## src/design/smau_pkg.sv

```systemverilog
package smau_pkg;

   localparam int REQ_TDATA_W = 72;
   localparam int RSP_TDATA_W = 48;
   localparam int CSR_INDEX_W = 4;
   localparam int FAULT_W     = 2;

   localparam logic [FAULT_W-1:0] FAULT_NONE   = 2'd0;
   localparam logic [FAULT_W-1:0] FAULT_NO_SEG = 2'd1;
   localparam logic [FAULT_W-1:0] FAULT_BOUNDS = 2'd2;

   typedef enum logic [2:0] {
      ST_IDLE,
      ST_LOOKUP,
      ST_REDUCE,
      ST_ACCESS,
      ST_COLLECT,
      ST_REPLY
   } state_type;

   typedef struct packed {
      logic accept;
      logic lookup;
      logic reduce;
      logic access;
      logic load_rsp;
   } cmd_type;

   typedef struct packed {
      logic lookup_fault;
      logic last_byte;
      logic rsp_busy;
   } status_type;

endpackage

```

## src/design/smau_ctrl.sv

```systemverilog
module smau_ctrl (
   input  logic                 clock,
   input  logic                 reset,
   input  logic                 req_tvalid,
   output logic                 req_tready,
   input  smau_pkg::status_type status,
   output smau_pkg::cmd_type    cmd
);

   smau_pkg::state_type state_ff;
   smau_pkg::state_type state_in;

   always_comb begin
      state_in = state_ff;
      case (state_ff)
         smau_pkg::ST_IDLE: begin
            if (req_tvalid) state_in = smau_pkg::ST_LOOKUP;
         end
         smau_pkg::ST_LOOKUP: begin
            state_in = status.lookup_fault ? smau_pkg::ST_REPLY : smau_pkg::ST_REDUCE;
         end
         smau_pkg::ST_REDUCE: begin
            state_in = smau_pkg::ST_ACCESS;
         end
         smau_pkg::ST_ACCESS: begin
            if (status.last_byte) state_in = smau_pkg::ST_COLLECT;
         end
         smau_pkg::ST_COLLECT: begin
            state_in = smau_pkg::ST_REPLY;
         end
         smau_pkg::ST_REPLY: begin
            // wait until the previous result has been taken
            if (!status.rsp_busy) state_in = smau_pkg::ST_IDLE;
         end
         default: begin
            state_in = smau_pkg::ST_IDLE;
         end
      endcase
   end

   always_comb begin
      cmd        = '0;
      req_tready = 1'b0;
      case (state_ff)
         smau_pkg::ST_IDLE: begin
            req_tready = 1'b1;
            cmd.accept = req_tvalid;
         end
         smau_pkg::ST_LOOKUP: begin
            cmd.lookup = 1'b1;
         end
         smau_pkg::ST_REDUCE: begin
            cmd.reduce = 1'b1;
         end
         smau_pkg::ST_ACCESS: begin
            cmd.access = 1'b1;
         end
         smau_pkg::ST_COLLECT: begin
            cmd = '0;
         end
         smau_pkg::ST_REPLY: begin
            cmd.load_rsp = !status.rsp_busy;
         end
         default: begin
            cmd = '0;
         end
      endcase
   end

   always_ff @(posedge clock) begin
      if (reset) begin
         state_ff <= smau_pkg::ST_IDLE;
      end else begin
         state_ff <= state_in;
      end
   end

endmodule

```

## config.mk

```make
export PLATFORM = sky130hd
export DESIGN_NAME = smau_ctrl
export DESIGN_NICKNAME = d
export VERILOG_FILES = /design/src/design/smau_pkg.sv /design/src/design/smau_ctrl.sv
export SDC_FILE = /design/constraint.sdc
export NUM_CORES = 1
export LEC_CHECK = 0
export BUFFER_PORTS_ARGS = -buffer_cell sky130_fd_sc_hd__buf_2
export CAP_MARGIN = 20
export CORE_AREA = 2 2 39 41
export DETAILED_ROUTE_END_ITERATION = 10
export DIE_AREA = 0 0 41 43
export PLACE_DENSITY = 0.37
export SETUP_SLACK_MARGIN = 0.15
export SYNTH_ARGS = -nofsm -noshare
export SYNTH_HDL_FRONTEND = slang
export SYNTH_SLANG_ARGS = --single-unit
```

## constraint.sdc

```tcl
create_clock -name clock -period 1.4 [get_ports clock]
set_clock_uncertainty 0.2 [all_clocks]
set_input_delay 0.07 -clock clock [delete_from_list [all_inputs] [get_ports clock]]
set_output_delay 0.07 -clock clock [all_outputs]
set_load 0.01 [all_outputs]
```

==> reports/metrics.cfg <==
[status]
violations = negative hold slack, negative setup slack
outcome = complete, but fails checks

[final_layout]
seq_area_um2 = 66.31
largestRegisters = state_ff x3
nFillCells = 155
post-route-util = 0.3264
largest_reg_flops = 3
nets = 56
n_antenna_cell = 0
area_delta_synth_final_pct = 104.0
multiInputGateArea_um2 = 172.7
top_register = state_ff
drive_above_1_share = 0.6735

[placement]
hpwlAfterDp_um = 397.8
io_buffers = 11
gp_congestion = 0.7771

[synthesis]
ys_warn_count = 0
ys_ff_latch = 3
yosys.area_share.simple = 0.4237
syn_nets = 31
syn_area_um2 = 221.5
netlist_instances = 25
seq_area_frac_synth = 0.2712
synth_xor_xnor_area_share = 0
syn_avg_cell_area_um2 = 8.858
synthMuxAreaShare = 0
ys_types = 16
synth_fa_ha_area_frac = 0
synth_top_family_by_area = simple AND/OR/NAND/NOR gates
synth_compound_area_frac = 0.2147

[worst_setup_path]
path_buf_inv = 2
slowest_stage = dfxtp_2
path_max_fanout = 4
crit_required_ns = 1.13
worstRegToRegCells = 4
max_stage_delay_ns = 0.32
crit_type = flip-flop to primary output
worst_r2r_endpoint = state_ff[2]
reg2reg_slack_ns = 0.05
cp-end-kind = primary output
cp-start-kind = flip-flop
critPathTopFamily = simple AND/OR/NAND/NOR gates
cp_cell_sequence = buf_6 > nor3_4 > and2_4 > buf_6
regToRegStartpoint = state_ff[2]
worstPathArrival_ns = 1.14
cpMostUsedCell = buf_6

[detailed_routing]
top_layer_used = met3
remaining_drc_errors = 0
drt_iter0_drc = 8
wire_per_inst_um = 9.969
dr.pass1.iters = 4
vias = 276
met2_wirelength_um = 378
met3_length_um = 27
viasPerCell = 4.246
drt-met1-wl_um = 243
antenna_left = 0
drt_wl_total_um = 648

[floorplan]
rows = 14
die_area_um2 = 1763
chipHeight_um = 43
coreArea_um2 = 1384
die_width_um = 41
start_util = 0.1600
num_io_pins = 12

[cts]
clock_tree.root_cell = clkbuf_4
cts.sinks = 3
tritoncts = yes
ctsHoldBuffers = 3
path_clk_slew_ns = 0.04
worstSkewPairLatency_ns = 0.24
h-tree-depth = 1
numCtsBuffers = 3
clockBufferDepth = 2

[min_path]
hp-start = status[1]
min_path_cells = 3
hold_path_end = state_ff[2]
min_path_type = primary input to flip-flop

[global_routing]
grt_start_max_net_pins = 10
antenna_found_initial = 0
grt_pass1_wl_mm = 1.159
grt_util_all_layers = 0.1045
grt-ovfl-total = 0
grt_pass1_vias = 299

[sta]
finalSetupViolCount = 1
tns_ns = -0.01427
tightest_slew_ns = 0.2475
hold_viol_final = 1
drv_slew = 0
post-route-period-util = 1.010
fmax_mhz = 707.1
timing.final.ws_setup_ns = -0.01427
max-slew-margin-rel = 0.8347
rsz0062_at_grt = true
holdWs_ns = -0.07258
finalCriticalPeriod_ns = 1.414

[flow_run]
cap_violations = 0

[power_and_ir_drop]
p_per_area_nw_per_um2 = 1087
power_leakage_nw = 0.2142
ir_worst_vdd_uv = 301.2

## layout by cell type (no fill, tap or decap)
master,synthesis,final
buf_2,1,10
buf_4,0,5
buf_6,1,4
clkbuf_4,0,3
dlygate4sd3_1,0,3
nor3b_2,0,2
and3b_1,2,2
nor3_1,3,2
a2111oi_2,2,2
a21oi_1,2,2
dfxtp_2,0,2
nor2_1,1,1
and2_1,2,1
nor3_4,0,1
and2_4,0,1
nor2b_4,1,1
nand2b_4,0,1
o21a_1,1,1
inv_1,1,1
nor2b_1,1,1
nand2_1,1,1
clkbuf_1,0,1
dfxtp_4,0,1
## report_power, final
part / leakage, nW / internal (W) / switching (W)
logic: 0.173 / 0.000130 / 0.0000814
clock network: 0.0150 / 0.000107 / 0.0000501
registers: 0.0261 / 0.000101 / 0.0000216
## per-stage QoR
stage	std cells	cell area [um^2]	total power [W]	setup slack (ns)	hold slack [ns]
2_1_floorplan	25	229.0	0.0002103	0.09248	-0.06114
3_3_place_gp	52	300.3	0.0002525	0.09117	0.08776
3_5_place_dp	52	300.3	0.0002497	0.09649	0.08981
4_1_cts	65	439.2	0.0004794	-0.006812	-0.07570
5_1_grt	65	451.7	0.0005222	-0.06504	-0.06466
6_report	65	451.7	0.0004908	-0.01427	-0.07258
## cells by family after synthesis
group	Yosys count
flops	3
compound gates	5
simple gates	14
buf+inv	3
## worst max path at each step
| stage | from | to | slack, ns | cells past startpoint |
|---|---|---|---|---|
| floorplan | state_ff[2] | state_ff[0] | 0.09 | 4 |
| global placement | state_ff[2] | state_ff[2] | 0.09 | 3 |
| detailed placement | state_ff[1] | state_ff[2] | 0.1 | 3 |
| CTS | state_ff[2] | cmd[4] | -0.007 | 4 |
| global route | state_ff[2] | cmd[4] | -0.07 | 4 |
| finish | state_ff[2] | cmd[4] | -0.01 | 4 |
## worst reg2reg max path: stages, from the launching register on
cell and delay [ns]:
dfxtp_2 0.32, buf_6 0.12, buf_4 0.13, nand2b_4 0.13, a2111oi_2 0.33
## cell type report
class,instances,area share
Multi-Input combinational cell,19,0.3823
Sequential cell,3,0.1468
Clock buffer,4,0.05817
Timing Repair Buffer,22,0.3601
Inverter,1,0.008310
Tap cell,16,0.04432
## cells in the mapped netlist, drive strengths merged
cell type | n | area share
nand2b | 1 | 0.028
nor3 | 3 | 0.068
and3b | 2 | 0.079
dfxtp | 3 | 0.27
and2 | 2 | 0.056
nor3b | 2 | 0.068
o21a | 1 | 0.034
a2111oi | 2 | 0.14
nor2b | 2 | 0.090
buf | 2 | 0.073
nand2 | 1 | 0.017
nor2 | 1 | 0.017
inv | 1 | 0.017
a21oi | 2 | 0.045
## layer usage
metal / up-vias / global-route usage
li1: 136 / -
met1: 132 / 0.1129
met2: 8 / 0.1500
met3: 0 / 0.01571
met4: 0 / 0.1200
met5: - / 0
## repair_timing
item                                    in CTS  in global routing
hold endpoints to repair                     3                  1
endpoints found under the setup margin       8                  9
buffers inserted                             6                  0
pin swaps                                    5                  2
gates resized for setup                     10                  3
No activity file was read; power rests on OpenSTA's default activity.
